`config.mk`:
```
export PLATFORM = sky130hd
export DESIGN_NAME = button_click_event_detector_top
export DESIGN_NICKNAME = d
export VERILOG_FILES = /design/src/hdl/bced_pkg.sv /design/src/hdl/button_click_event_detector_top.sv /design/src/hdl/bced_cfg.sv /design/src/hdl/bced_core.sv
export SDC_FILE = /design/constraint.sdc
export NUM_CORES = 1
export LEC_CHECK = 0
export BUFFER_PORTS_ARGS = -buffer_cell sky130_fd_sc_hd__buf_2
export CELL_PAD_IN_SITES_DETAIL_PLACEMENT = 0
export CELL_PAD_IN_SITES_GLOBAL_PLACEMENT = 1
export CORE_MARGIN = 4
export CORE_UTILIZATION = 30
export DETAILED_ROUTE_END_ITERATION = 10
export GPL_TIMING_DRIVEN = 0
export PLACE_DENSITY_LB_ADDON = 0.1
export SYNTH_ARGS = -nofsm -noshare
export SYNTH_HDL_FRONTEND = slang
export SYNTH_SLANG_ARGS = --single-unit
```
`constraint.sdc`:
```
create_clock -name clk -period 5.5 [get_ports clk]
set_input_delay 1.375 -clock clk [delete_from_list [all_inputs] [get_ports clk]]
set_output_delay 1.375 -clock clk [all_outputs]
set_load 0.005 [all_outputs]
```
`src/hdl/bced_pkg.sv`:
```
// ----------------------------------------------------------------------------
// Button click event detector package
// Shared widths, register indexes, event codes and the structs that travel
// between the configuration registers, the event core and the top level.
// ----------------------------------------------------------------------------
package bced_pkg;

	// Width of the wide configuration values and of the write data port.
	localparam int CFG_W = 16;

	// Default width of the hold and release timers.
	localparam int TIMER_WIDTH_DEF = 16;

	// Number of event codes and width of the register index.
	localparam int EV_COUNT = 7;
	localparam int IDX_W    = 3;

	// Configuration register indexes.
	typedef enum logic [IDX_W-1:0] {
		REG_ACTIVE_LEVEL  = 3'd0,
		REG_SCAN_PERIOD   = 3'd1,
		REG_DEBOUNCE      = 3'd2,
		REG_LONG_HOLD     = 3'd3,
		REG_RELEASE_WAIT  = 3'd4,
		REG_HANDLER_MASK  = 3'd5
	} reg_idx_t;

	// Reset values of the configuration registers.
	localparam logic [CFG_W-1:0] RST_SCAN_PERIOD  = 16'd1;
	localparam logic [CFG_W-1:0] RST_DEBOUNCE     = 16'd20;
	localparam logic [CFG_W-1:0] RST_LONG_HOLD    = 16'd1000;
	localparam logic [CFG_W-1:0] RST_RELEASE_WAIT = 16'd300;

	// Event codes reported on the result channel.
	typedef enum logic [2:0] {
		EV_NONE       = 3'd0,
		EV_DOWN       = 3'd1,
		EV_UP         = 3'd2,
		EV_SINGLE     = 3'd3,
		EV_DOUBLE     = 3'd4,
		EV_LONG_START = 3'd5,
		EV_LONG_END   = 3'd6
	} event_t;

	// Button state machine, one-hot.
	typedef enum logic [4:0] {
		ST_IDLE     = 5'b00001,
		ST_PRESSED  = 5'b00010,
		ST_RELEASED = 5'b00100,
		ST_SECOND   = 5'b01000,
		ST_LONG     = 5'b10000
	} state_t;

	// Configuration as seen by the event core.
	typedef struct packed {
		logic                active_level;
		logic [CFG_W-1:0]    scan_period;
		logic [CFG_W-1:0]    debounce;
		logic [CFG_W-1:0]    long_hold;
		logic [CFG_W-1:0]    release_wait;
		logic [EV_COUNT-1:0] handler_mask;
	} cfg_t;

	// Result of one scan tick.
	typedef struct packed {
		event_t ev;
		logic   fired;
	} res_t;

endpackage

```
`src/hdl/button_click_event_detector_top.sv`:
```
// ----------------------------------------------------------------------------
// Button click event detector top level
// Turns one sampled pin level per scan tick into button events.
// ----------------------------------------------------------------------------
// Usage:
// Each input beat on in_valid/in_ready carries button_level for one scan tick.
// Each input beat gives exactly one result beat on out_valid/out_ready with
// event_code (the last event assigned) and handler_fired.
// The sample is captured in an input register. When the output register is
// free, the state machine step runs and its result is loaded into the output
// register, which raises out_valid.
// Throughput is one beat per cycle while the receiver does not stall; the
// state update is combinational between the input and result registers.
// When the receiver stalls, the result holds in the output register, one
// more beat waits in the input register, and then in_ready drops.
// The user writes the configuration registers through wr_en/wr_index/wr_data
// only while no beat is in flight; the block itself does not enforce it.
// Reset clears both pipeline registers, puts the state machine in idle with
// both timers and the last event at zero, and loads the register defaults.
// ----------------------------------------------------------------------------
module button_click_event_detector_top
	import bced_pkg::*;
#(
	parameter int TIMER_WIDTH = TIMER_WIDTH_DEF
) (
	input  logic             clk,
	input  logic             arst_n,
	input  logic             wr_en,
	input  logic [IDX_W-1:0] wr_index,
	input  logic [CFG_W-1:0] wr_data,
	input  logic             in_valid,
	output logic             in_ready,
	input  logic             button_level,
	output logic             out_valid,
	input  logic             out_ready,
	output logic [2:0]       event_code,
	output logic             handler_fired
);

	cfg_t       cfg;
	res_t       res;
	logic       valid_s1, pin_s1;
	logic       advance;
	logic       out_valid_q;
	logic [2:0] event_q;
	logic       fired_q;

	// Configuration registers.
	bced_cfg u_cfg (
		.clk      (clk),
		.arst_n   (arst_n),
		.wr_en    (wr_en),
		.wr_index (wr_index),
		.wr_data  (wr_data),
		.cfg      (cfg)
	);

	// The input register moves on whenever the output register is free.
	assign advance  = valid_s1 & (~out_valid_q | out_ready);
	assign in_ready = ~valid_s1 | advance;

	// Input register.
	always_ff @(posedge clk or negedge arst_n) begin
		if (!arst_n) begin
			valid_s1 <= 1'b0;
		end else if (in_ready) begin
			valid_s1 <= in_valid;
		end
	end

	always_ff @(posedge clk) begin
		if (in_valid && in_ready) begin
			pin_s1 <= button_level;
		end
	end

	// Event state machine and timers.
	bced_core #(
		.TIMER_WIDTH (TIMER_WIDTH)
	) u_core (
		.clk    (clk),
		.arst_n (arst_n),
		.cfg    (cfg),
		.step   (advance),
		.pin    (pin_s1),
		.res    (res)
	);

	// Output register.
	always_ff @(posedge clk or negedge arst_n) begin
		if (!arst_n) begin
			out_valid_q <= 1'b0;
		end else if (advance) begin
			out_valid_q <= 1'b1;
		end else if (out_ready) begin
			out_valid_q <= 1'b0;
		end
	end

	always_ff @(posedge clk) begin
		if (advance) begin
			event_q <= res.ev;
			fired_q <= res.fired;
		end
	end

	assign out_valid     = out_valid_q;
	assign event_code    = event_q;
	assign handler_fired = fired_q;

endmodule

```
`src/hdl/bced_cfg.sv`:
```
// ----------------------------------------------------------------------------
// Button click event detector configuration registers
// Write-only register file; each register is loaded when the write enable
// is high and the index selects it. Unknown indexes are ignored.
// ----------------------------------------------------------------------------
module bced_cfg
	import bced_pkg::*;
(
	input  logic             clk,
	input  logic             arst_n,
	input  logic             wr_en,
	input  logic [IDX_W-1:0] wr_index,
	input  logic [CFG_W-1:0] wr_data,
	output cfg_t             cfg
);

	cfg_t cfg_q;

	// Register writes, decoded by index.
	always_ff @(posedge clk or negedge arst_n) begin
		if (!arst_n) begin
			cfg_q.active_level <= 1'b0;
			cfg_q.scan_period  <= RST_SCAN_PERIOD;
			cfg_q.debounce     <= RST_DEBOUNCE;
			cfg_q.long_hold    <= RST_LONG_HOLD;
			cfg_q.release_wait <= RST_RELEASE_WAIT;
			cfg_q.handler_mask <= '0;
		end else if (wr_en) begin
			unique case (reg_idx_t'(wr_index))
				REG_ACTIVE_LEVEL: cfg_q.active_level <= wr_data[0];
				REG_SCAN_PERIOD:  cfg_q.scan_period  <= wr_data;
				REG_DEBOUNCE:     cfg_q.debounce     <= wr_data;
				REG_LONG_HOLD:    cfg_q.long_hold    <= wr_data;
				REG_RELEASE_WAIT: cfg_q.release_wait <= wr_data;
				REG_HANDLER_MASK: cfg_q.handler_mask <= wr_data[EV_COUNT-1:0];
				default: ;
			endcase
		end
	end

	assign cfg = cfg_q;

endmodule

```
`src/hdl/bced_core.sv`:
```
// ----------------------------------------------------------------------------
// Button click event detector core
// Holds the button state machine, the hold and release timers and the last
// event. On each step it applies one pin sample and gives that tick's result.
// ----------------------------------------------------------------------------
module bced_core
	import bced_pkg::*;
#(
	parameter int TIMER_WIDTH = TIMER_WIDTH_DEF
) (
	input  logic clk,
	input  logic arst_n,
	input  cfg_t cfg,
	input  logic step,
	input  logic pin,
	output res_t res
);

	// Compare width covers both the timers and the thresholds.
	localparam int CW = (TIMER_WIDTH > CFG_W) ? TIMER_WIDTH : CFG_W;
	localparam int SW = CW + 1;

	state_t                 state_q, state_d;
	logic [TIMER_WIDTH-1:0] hold_q, hold_d, hold_inc;
	logic [TIMER_WIDTH-1:0] rel_q, rel_d, rel_inc;
	event_t                 last_q, ev_d;
	logic [SW-1:0]          hold_sum, rel_sum;
	logic                   pressed, assigned;
	logic                   hold_gt_deb, hold_gt_long, rel_gt_wait;
	logic [EV_COUNT:0]      mask_ext;

	// Saturating timer increments by the scan period.
	always_comb begin
		hold_sum = SW'(hold_q) + SW'(cfg.scan_period);
		rel_sum  = SW'(rel_q) + SW'(cfg.scan_period);
		hold_inc = (|hold_sum[SW-1:TIMER_WIDTH]) ? '1 : hold_sum[TIMER_WIDTH-1:0];
		rel_inc  = (|rel_sum[SW-1:TIMER_WIDTH]) ? '1 : rel_sum[TIMER_WIDTH-1:0];
	end

	// Threshold compares on the incremented timers.
	assign hold_gt_deb  = CW'(hold_inc) > CW'(cfg.debounce);
	assign hold_gt_long = CW'(hold_inc) > CW'(cfg.long_hold);
	assign rel_gt_wait  = CW'(rel_inc) > CW'(cfg.release_wait);
	assign pressed      = (pin == cfg.active_level);

	// Next state, timers and event for this tick.
	always_comb begin
		state_d  = state_q;
		hold_d   = hold_q;
		rel_d    = rel_q;
		ev_d     = last_q;
		assigned = 1'b0;
		unique case (state_q)
			ST_IDLE: begin
				ev_d     = pressed ? EV_DOWN : EV_NONE;
				state_d  = pressed ? ST_PRESSED : ST_IDLE;
				assigned = 1'b1;
				hold_d   = '0;
				rel_d    = '0;
			end
			ST_PRESSED: begin
				hold_d = hold_inc;
				if (pressed) begin
					if (hold_gt_long) begin
						state_d  = ST_LONG;
						ev_d     = EV_LONG_START;
						assigned = 1'b1;
					end
				end else if (hold_gt_deb) begin
					state_d  = ST_RELEASED;
					ev_d     = EV_UP;
					assigned = 1'b1;
				end else begin
					state_d  = ST_IDLE;
					ev_d     = EV_NONE;
					assigned = 1'b1;
				end
			end
			ST_RELEASED: begin
				if (pressed) begin
					hold_d = hold_inc;
					if (hold_gt_deb) begin
						state_d  = ST_SECOND;
						ev_d     = EV_DOWN;
						assigned = 1'b1;
					end
				end else begin
					rel_d = rel_inc;
					if (rel_gt_wait) begin
						state_d  = ST_IDLE;
						ev_d     = EV_SINGLE;
						assigned = 1'b1;
					end
				end
			end
			ST_SECOND: begin
				if (pressed) begin
					hold_d = hold_inc;
				end else begin
					state_d  = ST_IDLE;
					ev_d     = EV_DOUBLE;
					assigned = 1'b1;
				end
			end
			ST_LONG: begin
				if (pressed) begin
					hold_d = hold_inc;
				end else begin
					// Long hold release reports only the long hold end.
					state_d  = ST_IDLE;
					ev_d     = EV_LONG_END;
					assigned = 1'b1;
				end
			end
			default: ;
		endcase
	end

	// The mask is padded so that every 3-bit event code value has a bit.
	assign mask_ext  = {1'b0, cfg.handler_mask};
	assign res.ev    = ev_d;
	assign res.fired = assigned & mask_ext[ev_d];

	// State update on each applied tick.
	always_ff @(posedge clk or negedge arst_n) begin
		if (!arst_n) begin
			state_q <= ST_IDLE;
			hold_q  <= '0;
			rel_q   <= '0;
			last_q  <= EV_NONE;
		end else if (step) begin
			state_q <= state_d;
			hold_q  <= hold_d;
			rel_q   <= rel_d;
			last_q  <= ev_d;
		end
	end

endmodule

```
## Word level (Yosys, flattened, before mapping)

Cells that the tools add are included.

- RAM bits: 0
- Bits in latches: 0
- Bits in read-only memories: 0
- Register bits after elaboration: 119
- Word-level logic and storage cells: 97
- Memories kept: 0
- Output and inout bits: 6
- Input bits: 25

- Bitwise operators: 6
- Reduce and logical (&&, ||, !) cells: 17
- Equal/unequal tests: 17
- Shift-type cells: 0
- Add/subtract/negate cells: 2
- Div/mod/pow operators: 0
- $lt $le $gt $ge: 4
- Muxes and demuxes: 36
- $mul: 0

Operators with widths:

| cell | count |
|---|---|
| 16-bit two-way mux | 4 |
| 16-bit > comparator | 3 |
| 16-bit one-hot mux with 3 select lines | 1 |
| 16-bit by 16-bit adder with 17-bit output | 2 |
| 16-bit one-hot mux with 2 select lines | 1 |
| 5-bit two-way mux | 6 |
| 3-bit two-way mux | 8 |
| 5-bit one-hot mux with 4 select lines | 1 |
| 3-bit one-hot mux with 5 select lines | 1 |
| 2-bit AND reduction | 6 |
| 1-bit two-way mux | 10 |
| 3-bit by 2-bit == test with 1-bit output (second input constant) | 2 |
| 3-bit == test (second input constant) | 2 |
| 3-bit != test (second input constant) | 2 |
| 3-bit AND reduction | 2 |
| 6-bit AND reduction | 1 |
| 5-bit by 1-bit == test with 1-bit output (second input constant) | 1 |
| 5-bit by 2-bit == test with 1-bit output (second input constant) | 1 |
| 5-bit by 3-bit == test with 1-bit output (second input constant) | 1 |
| 5-bit by 4-bit == test with 1-bit output (second input constant) | 1 |
| 5-bit == test (second input constant) | 1 |
| 3-bit by 4-bit < comparator with 1-bit output (second input constant) | 1 |
| 2-bit two-way mux | 2 |
| 2-bit != test (second input constant) | 2 |
| 16 further kinds | 20 |

## Depth between registers and ports, before layout

Gate-level depths: netlist (run 1).

- Depth in word-level cells: 9
- Mapped depth: 21
- Mapped depth without buffers: 20

## Modules after synthesis

A second synthesis (run 1) with hierarchy kept.

- Cell total of the unflattened synthesis: 749
- Area, all modules: 7,778.7 µm²

Modules (own cells, without submodules):

| module | times used | area each (µm²) | cells each | sequential area each (µm²) |
|---|---|---|---|---|
| bced_core | 1 | 4,678.2 | 579 | 1,002.2 |
| bced_cfg | 1 | 2,846.5 | 157 | 1,818.0 |
| button_click_event_detector_top | 1 | 254.0 | 13 | 200.2 |

## Worst setup path after synthesis (run 1)

Ideal clock, no wire load.

- Path type: reg2reg
- Start: register u_cfg.cfg_q (netlist bit u_cfg.cfg[55])
- End: register fired_q (netlist: handler_fired), data pin
- Data required time: 5.244 ns
- Slack: 0.219 ns
- Period minus slack after synthesis: 5.281 ns
- Buffers on the path: 1
- Library setup time: 0.256 ns
- Cell stages (with the launch flop): 21
- Data arrival time: 5.025 ns
- Cells stage by stage: dfstp_2 > ha_1 > fa_1 > a21o_1 > a21oi_1 > o21bai_1 > a2111oi_1 > o31ai_1 > a21boi_0 > buf_2 > o21ai_0 > ha_1 > nand4_1 > or4_1 > or2_1 > o31a_4 > a221o_1 > a31oi_4 > mux2i_1 > mux2i_1 > a22o_1

RTL lines:

| item | line | source |
|---|---|---|
| from (decl) | bced_cfg.sv:17 | `cfg_t cfg_q;` |
| to (signal assigned) | button_click_event_detector_top.sv:103 | `fired_q <= res.fired;` |
| to (decl) | button_click_event_detector_top.sv:46 | `logic fired_q;` |

==> key figures, run 1 <==
Run status
  – Status: finished clean

Placed design
  – DP HPWL: between 15000 and 20000 um
  – DP Worst Slack: -1045 ps
  – IO Port Bufs: 30
  – Gpl congestion: between 0.8 and 0.9

Worst setup path
  – Critical path's top delay family: compound AO/OA/AOI/OAI gates
  – Worst Setup End Kind: flop
  – Critical Path Slowest Stage Cell: or4_4
  – WP depth: 19
  – Crit path from: u_cfg.cfg[57]
  – Worst EP required: between 5000 and 6000 ps
  – Kind of critical path: reg2reg
  – Reg2reg end: handler_fired
  – Worst-path cell chain: ha_1, inv_1, o21ai_2, a21oi_2, or3_1, a21boi_2, a41oi_1, a211oi_1, a21oi_1, ha_1, nand4_1, or4_4, or2_4, o31a_4, a221o_1, a31oi_4, mux2i_1, mux2i_1, a22o_1
  – CP Max Fanout: 3
  – Reg2Reg Depth: 19
  – Internal reg-to-reg setup slack: approximately 17 ps
  – Worst Path Buf+Inv: 1
  – Slowest stage delay, CP: 580 ps
  – Reg2reg start: u_cfg.cfg[57]
  – Worst EP arrival: around 5700 ps
  – Critical path capture point: handler_fired
  – Worst Setup Start Kind: flop

GRT
  – Largest net degree at the start of global routing: 74
  – First-pass GRT wire length: roughly 34000 um
  – Tot GR Track Use: 0.1578
  – Vias in the first global route: roughly 6000
  – Initial antenna violation count: 0
  – Aggregate global routing overflow: 0

STA
  – Skew final: 12.33 ps
  – Rel. slew slack: 0.3508
  – Post-layout min period: between 5000 and 6000 ps
  – Final setup violation count: 0
  – Worst-Margin Slew: 966.3 ps
  – Max Freq: 182.4 MHz
  – RSZ-0062 raised after global routing: yes
  – Setup ws final: 16.82 ps
  – Setup TNS: 0 ps
  – Final hold violations: 0
  – Pins Over Slew Limit: 0
  – Period utilization: 0.9969

Logic synthesis
  – Post-synthesis mux area share: 0.07262
  – Commonest cells in the netlist: dfrtp_1, ha_1, nand2_1
  – Synth async-reset ratio: 0.9580
  – Xor/xnor share of the synthesized area: 0.02688
  – Synth Area in Compound Gates: 0.1798
  – Cells after synthesis: approximately 770
  – Simple-Gate Fraction of Synth Area: 0.1424
  – Synth Flop Type: dfrtp_1
  – Post-Syn Nets: roughly 880
  – Flip-flop and latch count after synthesis: about 120
  – Post-synthesis sequential area ratio: 0.4030
  – Synth top area share: 0.3339
  – Leading area contributor after synthesis: dfrtp_1
  – Largest family of logic cells by synthesized area: compound AO/OA/AOI/OAI gates
  – Top post-synthesis cells by area: dfrtp_1, ha_1, mux2_2
  – Top-count cell post-synth: dfrtp_1
  – Yosys cell types: 66
  – Synth Cell Area: around 7500 um^2
  – Synth Area in Adders: 0.1389
  – Synth warnings: 0
  – EDFF count, synth: 5
  – Avg Inst Size Synth: 9.746 um^2

Floorplan
  – Initial core utilization: 0.3064
  – IO Pins: 31
  – Row Count: 57
  – Die width: around 170 um
  – Core ar.: about 24000 um^2
  – Die span in y: approximately 170 um
  – Die ar.: around 28000 um^2

Detailed routing
  – DR vias: ~6000
  – Final wirelength: 21660 um
  – Vias per std cell: roughly 5.1
  – Antenna-violating nets left: 0
  – Detailed-route DRC error count: 0
  – Drt first pass iters: 6
  – Starting DRC count in detailed routing: roughly 240
  – WL per Instance: approximately 18 um

Power and ir drop
  – Leakage power: between 4 and 5 nW
  – Peak supply drop: around 0.16 mV
  – PwrDens: ~340 nW/um^2

Flow run
  – Max_cap viols: 0

Cells and area
  – Final #Nets: between 900 and 1000
  – Fraction of layout cells with a size suffix above 1: 0.2129
  – Layout area overhead: 21.24%
  – N_diodes: 0

Min path
  – Worst min path class: reg2reg
  – Hold Crit Depth: 2

Clock tree
  – CTS tree: built
  – CTS Sinks: between 100 and 150
  – H-tree depth: 4
  – Post-CTS Hold Buffers: 0
  – Total CTS buffers: 17
  – Root buffer cell: clkbuf_16
  – Maximum root-to-sink buffer count: 2
  – Clk pin slew, worst setup/hold paths: 60 ps
  – Clock Latency Late Sink: approximately 420 ps
kinds of logic after synthesis:
| kind of cell | count (synthesis) |
|---|---|
| buffers and inverters | 72 |
| AO/OA/AOI/OAI | 205 |
| flip-flops | 119 |
| adder cells (fa/ha/maj) | 82 |
| multiplexers | 49 |
| AND/OR/NAND/NOR | 219 |
| XOR/XNOR | 23 |
registers in the layout (all words and copies together) (netlist names):
| register | cells |
|---|---|
| u_cfg.cfg | 72 |
| u_core.state_q | 5 |
| pin_s1 | 1 |
| u_core.last_q | 3 |
| u_core.rel_q | 16 |
| handler_fired | 1 |
| valid_s1 | 1 |
| out_valid | 1 |
| event_code | 3 |
| u_core.hold_q | 16 |
area by class of cell:
| type | count | area (um^2) |
|---|---|---|
| fillers | 2431 | 15380 |
| multi-input cells | 578 | 4438 |
| flip-flops and latches | 119 | 3022 |
| clock buffers | 24 | 483.0 |
| well taps | 324 | 405.4 |
| repair buffers | 54 | 381.6 |
| inverters | 52 | 195.2 |
| plain buffers | 20 | 87.58 |
| clock inverters | 8 | 73.82 |
how the worst min path moves through the flow:
stage	endpoint	from
finish	u_core.rel_q[0]	u_core.rel_q[0]
global route	u_core.rel_q[0]	u_core.rel_q[0]
CTS	u_core.rel_q[0]	u_core.rel_q[0]
detailed placement	u_core.hold_q[0]	u_core.hold_q[0]
global placement	u_core.rel_q[0]	u_core.rel_q[0]
floorplan	u_core.rel_q[0]	u_core.rel_q[0]
cell usage in the layout (no fill, tap or decap), drive strengths merged, types with 11 or more instances in the layout:
| cell | Yosys | final |
|---|---|---|
| buf | 3 | 58 |
| nand2 | 78 | 78 |
| inv | 52 | 52 |
| nor3 | 13 | 13 |
| o21ai | 67 | 67 |
| nand4 | 12 | 12 |
| a22o | 30 | 30 |
| dfstp | 14 | 14 |
| nor2b | 12 | 12 |
| dfrtp | 100 | 100 |
| ha | 80 | 80 |
| nand2b | 14 | 14 |
| nand3 | 11 | 11 |
| nor2 | 45 | 45 |
| clkbuf | 17 | 40 |
| mux2 | 43 | 43 |
| a21oi | 47 | 47 |
| xnor2 | 13 | 13 |
power breakdown:
group	internal, mW	total (mW)	leakage [nW]	switching, mW
registers	1.01	1.09	1.46	0.0818
logic	0.401	0.899	2.39	0.498
clock network	0.658	1.07	0.269	0.410
total	2.07	3.06	4.12	0.989
through the flow:
step	instances	area, um^2	utilization	power, mW	hold WS (ps)
floorplan	769	7495	-	1.645	447.3
global placement	1123	8050	0.3291	1.883	468.2
detailed placement	1124	8084	0.3305	1.910	474.5
CTS	1158	8751	0.3577	3.022	486.9
global route	1179	9086	0.3714	3.265	507.5
finish	1179	9086	0.3714	3.062	482.1
what timing repair did:
action                     CTS  global route
setup buffers                2            21
hold endpoints to repair     0             0
gates cloned                 0             0
setup endpoints to repair   12             8
resized for setup           27            31
pin swaps                    5            24
worst register-to-register path: cells and delay by family (launching register included):
family                     cells  cell delay, ps
buffers and inverters          1              80
muxes                          2             310
AOI/OAI and AO/OA             10            2270
and+or+nand+nor                4            1420
DFF                            1             450
adders and majority gates      2             720
routing by layer:
metal | part of all wire | up-vias | track usage | wire, um
li1 | - | 2940 | - | -
met1 | 0.47 | 2932 | 0.2121 | 10270
met2 | 0.48 | 83 | 0.2598 | 10480
met3 | 0.025 | 27 | 0.02714 | 547
met4 | 0.016 | 0 | 0.05022 | 357
met5 | 0 | - | 0 | 0
Note: power is estimated with default switching activity, not from simulation.
==> inputs of run 2 (changes only) <==
--- a/config.mk
+++ b/config.mk
@@ -8,6 +8,7 @@
 export BUFFER_PORTS_ARGS = -buffer_cell sky130_fd_sc_hd__buf_2
 export CELL_PAD_IN_SITES_DETAIL_PLACEMENT = 0
 export CELL_PAD_IN_SITES_GLOBAL_PLACEMENT = 1
+export CORE_ASPECT_RATIO = 1.1
 export CORE_MARGIN = 4
 export CORE_UTILIZATION = 30
 export DETAILED_ROUTE_END_ITERATION = 10
==> key figures, run 2 (synthesis gave the netlist of run 1 again) <==
Min path
  – Hold Crit Depth: 1 (-1)
  – Endpoint with the worst hold slack: out_valid
  – Worst hold path startpoint: valid_s1
  – Worst min path class: reg2reg

Power and ir drop
  – Clock power share: 0.335 (-0.014)
  – Seq pwr share: 0.355 (-0.003)
  – Total chip power: 3.080 mW (+0.59%)
  – Logic pwr share: 0.310 (+0.016)
  – Internal: 2.081 mW (+0.42%)
  – Leakage power: 4.179 nW (+1.4%)
  – PwrDens: 335.3 nW/um^2 (-0.50%)
  – Sw Pwr: 998.9 uW (+0.95%)
  – Peak supply drop: 0.1879 mV (+15%)
  – Switching part of the total power: 0.3243 (+0.001167)

Cells and area
  – Fillers: 2448 (+0.70%)
  – Design area: 9186 um^2 (+1.1%)
  – Final core occ: 0.3742 (+0.002771)
  – Final #Nets: 958 (+0.95%)
  – N_diodes: 0 (unchanged)
  – Fraction of layout cells with a size suffix above 1: 0.2317 (+0.01888)
  – Max reg flops: 72 (unchanged)
  – Most common cell after layout, fill and taps aside: dfrtp_1
  – Most frequent cells in the layout: dfrtp_1, nand2_1, ha_1, o21ai_0, inv_1
  – Layout area overhead: 22.57%

Worst setup path
  – Kind of critical path: reg2reg
  – Worst-path cell chain: ha_4, fa_2, a21o_1, a21oi_4, o21bai_4, a2111oi_4, o31ai_4, a21boi_2, buf_6, o21ai_4, ha_4, nand4_1, or4_4, or2_4, o31a_4, a221o_1, a31oi_4, mux2i_1, mux2i_1, a22o_1
  – Worst Setup End Kind: flop
  – CP Max Fanout: 8 (+5)
  – Reg2reg end: handler_fired
  – Reg2Reg Depth: 20 (+1)
  – Reg2reg start: u_core.hold_q[0]
  – Slowest stage delay, CP: 590 ps (about the same)
  – Critical Path Slowest Stage Cell: or4_4
  – Worst EP arrival: 5540 ps (-110 ps)
  – Worst EP required: 5670 ps (about the same)
  – Internal reg-to-reg setup slack: 120 ps (+110 ps)
  – Worst Setup Start Kind: flop

Floorplan
  – Initial core utilization: 0.3053 (-0.001077)
  – Core ar.: 24550 um^2 (+0.35%)
  – IO Pins: 31 (unchanged)
  – Die ar.: 27580 um^2 (about the same)
  – Die width: 158.7 um (-4.4%)
  – Row Count: 60 (+5.3%)
  – Die span in y: 173.8 um (+4.6%)

STA
  – Skew final: 10.77 ps (-1.560 ps)
  – Max Freq: 186.0 MHz (+2.0%)
  – Final hold violations: 0 (unchanged)
  – WHS: 499.6 ps (+17.47 ps)
  – Rel. slew slack: 0.3656 (+0.01474)
  – Post-layout min period: 5376 ps (-107.1 ps)
  – Worst-Margin Slew: 944.4 ps (-21.94 ps)
  – Pins Over Slew Limit: 0 (unchanged)
  – RSZ-0062 raised after global routing: yes
  – Final setup violation count: 0 (unchanged)
  – Period utilization: 0.9775 (-0.01948)

Clock tree
  – Post-CTS Hold Buffers: 0 (unchanged)
  – Total CTS buffers: 17 (unchanged)
  – Maximum root-to-sink buffer count: 2 (unchanged)
  – CTS tree: built
  – H-tree depth: 4 (unchanged)
  – Clk pin slew, worst setup/hold paths: 60 ps (about the same)
  – Root buffer cell: clkbuf_16
  – Clock Latency Late Sink: 410 ps (about the same)
  – CTS Sinks: 119 (unchanged)

GRT
  – Met1 Track Usage GR: 0.2127 (+0.0005954)
  – GRT busiest layer: met2
  – GR met2 Demand/Resource: 0.2774 (+0.01761)
  – Global Route met3 Usage: 0.02354 (-0.003593)
  – Aggregate global routing overflow: 0 (unchanged)
  – Largest net degree at the start of global routing: 92 (+24%)
  – Tot GR Track Use: 0.1623 (+0.004505)
  – Vias in the first global route: 6188 (+0.049%)
  – Initial antenna violation count: 0 (unchanged)
  – First-pass GRT wire length: 35070 um (+2.0%)

Placed design
  – Post-DP Area: 8066 um^2 (-0.22%)
  – DP HPWL: 16590 um (+0.39%)
  – Gpl congestion: 0.8029 (-6.6%)
  – IO Port Bufs: 30 (unchanged)

Run status
  – Status: finished clean

Detailed routing
  – Detailed-route DRC error count: 0 (unchanged)
  – Final wirelength: 22380 um (+3.3%)
  – Starting DRC count in detailed routing: 259 (+8.4%)
  – Vias per std cell: 5.147 (+1.4%)
  – Drt first pass iters: 4 (-2)
  – Antenna-violating nets left: 0 (unchanged)
  – WL per Instance: 19.08 um (+3.9%)
  – DR vias: 6037 (+0.92%)

Flow run
  – Max_cap viols: 0 (unchanged)
[run 2: area by class of cell]
type,count,area (um^2),area share
inverter,52,195.2,0.02125
tap,310,387.9,0.04222
timing repair buffer,63,424.2,0.04617
clock inverter,5,50.05,0.005448
buffer,20,87.58,0.009534
multi-input combinational,578,4541,0.4943
clock buffer,26,479.2,0.05217
sequential,119,3022,0.3289
[run 2: what timing repair did]
item                       4_1_cts  5_1_grt
resized for setup               43       32
pin swaps                       14       30
setup buffers                   11       21
setup endpoints to repair       11        4
[run 2: how the worst max path moves through the flow]
stage	from	endpoint	slack, ps	cells after the start
CTS	u_cfg.cfg[55]	handler_fired	20	20
finish	u_core.hold_q[0]	handler_fired	120	20
global route	u_core.hold_q[0]	handler_fired	-80	20
global placement	u_cfg.cfg[55]	handler_fired	-750	20
floorplan	u_cfg.cfg[55]	handler_fired	220	20
detailed placement	u_cfg.cfg[55]	handler_fired	-770	20
[run 2: through the flow]
step	setup slack (ps)	TNS [ps]	cells
6_report	124.0	0	1173
4_1_cts	15.94	0	1152
5_1_grt	-76.39	-76.39	1173
3_5_place_dp	-771.6	-4095	1110
2_1_floorplan	219.1	0	769
3_3_place_gp	-746.4	-4088	1109
[run 2: power by group through the flow]
stage,Combinational (mW),Clock [mW],Sequential (mW)
2_1_floorplan,0.573,0,1.07
3_3_place_gp,0.779,0,1.10
3_5_place_dp,0.797,0,1.11
4_1_cts,0.851,1.06,1.09
5_1_grt,1.07,1.10,1.11
6_report,0.955,1.03,1.09
[run 2: layer usage]
metal	wire (um)	vias up
li1	-	2957
met1	10430	2986
met2	11110	69
met3	485	25
met4	356	0
met5	0	-
[run 2: critical path: cells and delay by family (launching register included)]
family | cells | cell delay, ps
and+or+nand+nor | 3 | 980
buffers and inverters | 1 | 230
muxes | 2 | 330
adders and majority gates | 3 | 830
DFF | 1 | 400
AOI/OAI and AO/OA | 11 | 2350
==> inputs of run 3 (changes only) <==
--- a/config.mk
+++ b/config.mk
@@ -6,9 +6,9 @@
 export NUM_CORES = 1
 export LEC_CHECK = 0
 export BUFFER_PORTS_ARGS = -buffer_cell sky130_fd_sc_hd__buf_2
-export CELL_PAD_IN_SITES_DETAIL_PLACEMENT = 0
+export CELL_PAD_IN_SITES_DETAIL_PLACEMENT = 1
 export CELL_PAD_IN_SITES_GLOBAL_PLACEMENT = 1
-export CORE_ASPECT_RATIO = 1.1
+export CORE_ASPECT_RATIO = 1.5
 export CORE_MARGIN = 4
 export CORE_UTILIZATION = 30
 export DETAILED_ROUTE_END_ITERATION = 10
==> key figures, run 3 (synthesis gave the netlist of run 1 again) <==
Detailed routing
  – Starting DRC count in detailed routing: 223 (-14%)
  – Vias per std cell: 5.182 (+0.69%)
  – Antenna-violating nets left: 0 (unchanged)
  – DR vias: 6058 (+0.35%)
  – Drt first pass iters: 4 (unchanged)
  – WL per Instance: 19.64 um (+3.0%)
  – Detailed-route DRC error count: 0 (unchanged)
  – Final wirelength: 22960 um (+2.6%)

STA
  – Rel. slew slack: 0.3063 (-0.05923)
  – Skew final: 11.83 ps (+1.057 ps)
  – Pins Over Slew Limit: 0 (unchanged)
  – Max Freq: 184.0 MHz (-1.1%)
  – Final hold violations: 0 (unchanged)
  – RSZ-0062 raised after global routing: yes
  – WHS: 481.9 ps (-17.72 ps)
  – Worst-Margin Slew: 1033 ps (+88.16 ps)
  – Post-layout min period: 5436 ps (+59.67 ps)
  – Setup ws final: 64.28 ps (-59.67 ps)
  – Final setup violation count: 0 (unchanged)
  – Setup TNS: 0 ps (unchanged)
  – Period utilization: 0.9883 (+0.01085)

Power and ir drop
  – Seq pwr share: 0.349 (-0.006)
  – Leakage power: 4.090 nW (-2.1%)
  – Internal: 2.124 mW (+2.1%)
  – Switching part of the total power: 0.3186 (-0.005748)
  – Peak supply drop: 0.2122 mV (+13%)
  – Sw Pwr: 993.0 uW (-0.59%)
  – Clock power share: 0.365 (+0.030)
  – PwrDens: 345.4 nW/um^2 (+3.0%)
  – Logic pwr share: 0.285 (-0.025)
  – Total chip power: 3.117 mW (+1.2%)

Worst setup path
  – Critical path's top delay family: compound AO/OA/AOI/OAI gates
  – Critical Path Slowest Stage Cell: or4_4
  – Worst Setup Start Kind: flop
  – Worst Path Buf+Inv: 0 (-1)
  – Slowest stage delay, CP: 520 ps (-70 ps)
  – Worst-path cell chain: ha_2, fa_2, a21o_1, a21oi_4, o21bai_4, a2111oi_4, o31ai_4, a21boi_2, nor2_4, or2_4, ha_4, nand4_1, or4_4, or2_4, o31a_4, a221o_1, a31oi_4, mux2i_1, mux2i_1, a22o_1
  – Kind of critical path: reg2reg
  – Worst Setup End Kind: flop
  – CP Max Fanout: 5 (-3)
  – Worst EP arrival: 5620 ps (+80 ps)
  – Worst EP required: 5680 ps (about the same)

GRT
  – GRT busiest layer: met2
  – Initial antenna violation count: 0 (unchanged)
  – First-pass GRT wire length: 36770 um (+4.8%)
  – GR met2 Demand/Resource: 0.3272 (+0.04981)
  – Global Route met3 Usage: 0.02851 (+0.004971)
  – Tot GR Track Use: 0.1745 (+0.01218)
  – Aggregate global routing overflow: 0 (unchanged)
  – Largest net degree at the start of global routing: 63 (-32%)
  – Vias in the first global route: 6753 (+9.1%)
  – Met1 Track Usage GR: 0.1961 (-0.01665)

Cells and area
  – Fillers: 2856 (+17%)
  – Design area: 9024 um^2 (-1.8%)
  – Final core occ: 0.3680 (-0.006251)
  – Max reg flops: 72 (unchanged)
  – Most common cell after layout, fill and taps aside: dfrtp_1
  – Fraction of layout cells with a size suffix above 1: 0.2095 (-0.02228)
  – Final #Nets: 939 (-2.0%)
  – Most frequent cells in the layout: dfrtp_1, nand2_1, ha_1, o21ai_0, inv_1
  – Non-filler cells, final: 1169 (-0.34%)
  – Layout area overhead: 20.40%
  – N_diodes: 0 (unchanged)

Floorplan
  – Die ar.: 27630 um^2 (+0.18%)
  – Row Count: 70 (+17%)
  – IO Pins: 31 (unchanged)
  – Die width: 137.1 um (-14%)
  – Core ar.: 24520 um^2 (-0.10%)
  – Die span in y: 201.6 um (+16%)
  – Initial core utilization: 0.3056 (+0.0003115)

Placed design
  – Gpl congestion: 0.8068 (+0.49%)
  – DP Worst Slack: -1067 ps (-295.2 ps)
  – DP HPWL: 17910 um (+8.0%)
  – Post-DP Area: 8084 um^2 (+0.22%)
  – IO Port Bufs: 30 (unchanged)
  – Placed Instances: 1124 (+1.3%)

Clock tree
  – CTS Sinks: 119 (unchanged)
  – Root buffer cell: clkbuf_16
  – Total CTS buffers: 17 (unchanged)
  – Maximum root-to-sink buffer count: 2 (unchanged)
  – H-tree depth: 4 (unchanged)
  – CTS tree: built
  – Clock Latency Late Sink: 430 ps (+20 ps)
  – Clk pin slew, worst setup/hold paths: 60 ps (about the same)

Flow run
  – Max_cap viols: 0 (unchanged)

Min path
  – Worst min path class: reg2reg

Run status
  – Status: finished clean
## run 3: cell types whose count changed in the layout (fill, tap and decap cells not counted), sizes merged
cell and delta:
clkbuf -2, clkinvlp +2, buf -20, bufinv +2
## run 3: worst register-to-register path, stage by stage (launching register included)
cell       delay, ps
dfstp_2          400
ha_2             200
fa_2             350
a21o_1           200
a21oi_4          190
o21bai_4         120
a2111oi_4        410
o31ai_4          120
a21boi_2         260
nor2_4            90
or2_4            280
ha_4             280
nand4_1          210
or4_4            520
or2_4            260
o31a_4           130
a221o_1          370
a31oi_4          240
mux2i_1          250
mux2i_1          110
a22o_1           220
## run 3: area by class of cell
cell class                 instances  area (um^2)  area share
clock buffer                      23        467.9     0.05186
buffer                            20        93.84     0.01040
multi-input combinational        578         4433      0.4913
timing repair buffer              44        281.5     0.03120
inverter                          52        195.2     0.02163
clock inverter                     9        125.1     0.01387
tap                              324        405.4     0.04493
sequential                       119         3022      0.3349
## run 3: what timing repair did
item / in CTS / in global routing
setup buffers: 11 / 2
endpoints found under the setup margin: 12 / 5
pin swaps: 21 / 12
gates resized for setup: 49 / 13
hold buffers: 0 / 0
## run 3: path summary, 6_finish.rpt
| path | from | to | slack (ps) | cells past startpoint |
|---|---|---|---|---|
| max in group asynchronous | arst_n | u_cfg.cfg[12] | 3800 | 2 |
| min in group asynchronous | arst_n | u_cfg.cfg[24] | 950 | 1 |
| min | u_core.rel_q[0] | u_core.rel_q[0] | 480 | 2 |
| max | u_cfg.cfg[55] | handler_fired | 60 | 20 |
| min reg2reg | u_core.rel_q[0] | u_core.rel_q[0] | 480 | 2 |
| max reg2reg | u_cfg.cfg[55] | handler_fired | 60 | 20 |
## run 3: metal layers
metal | vias up | wire length, um
met3 | 23 | 331
met1 | 3074 | 9386
li1 | 2914 | -
met2 | 47 | 12790
met5 | - | 0
met4 | 0 | 461
## run 3: power groups by stage
stage                     clock (mW)  combinational, mW  sequential [mW]
after global routing            1.20               1.01             1.10
after floorplan                    0              0.573             1.07
after CTS                       1.17              0.889             1.09
after detailed placement           0              0.820             1.11
after global placement             0              0.782             1.10
final                           1.14              0.890             1.09
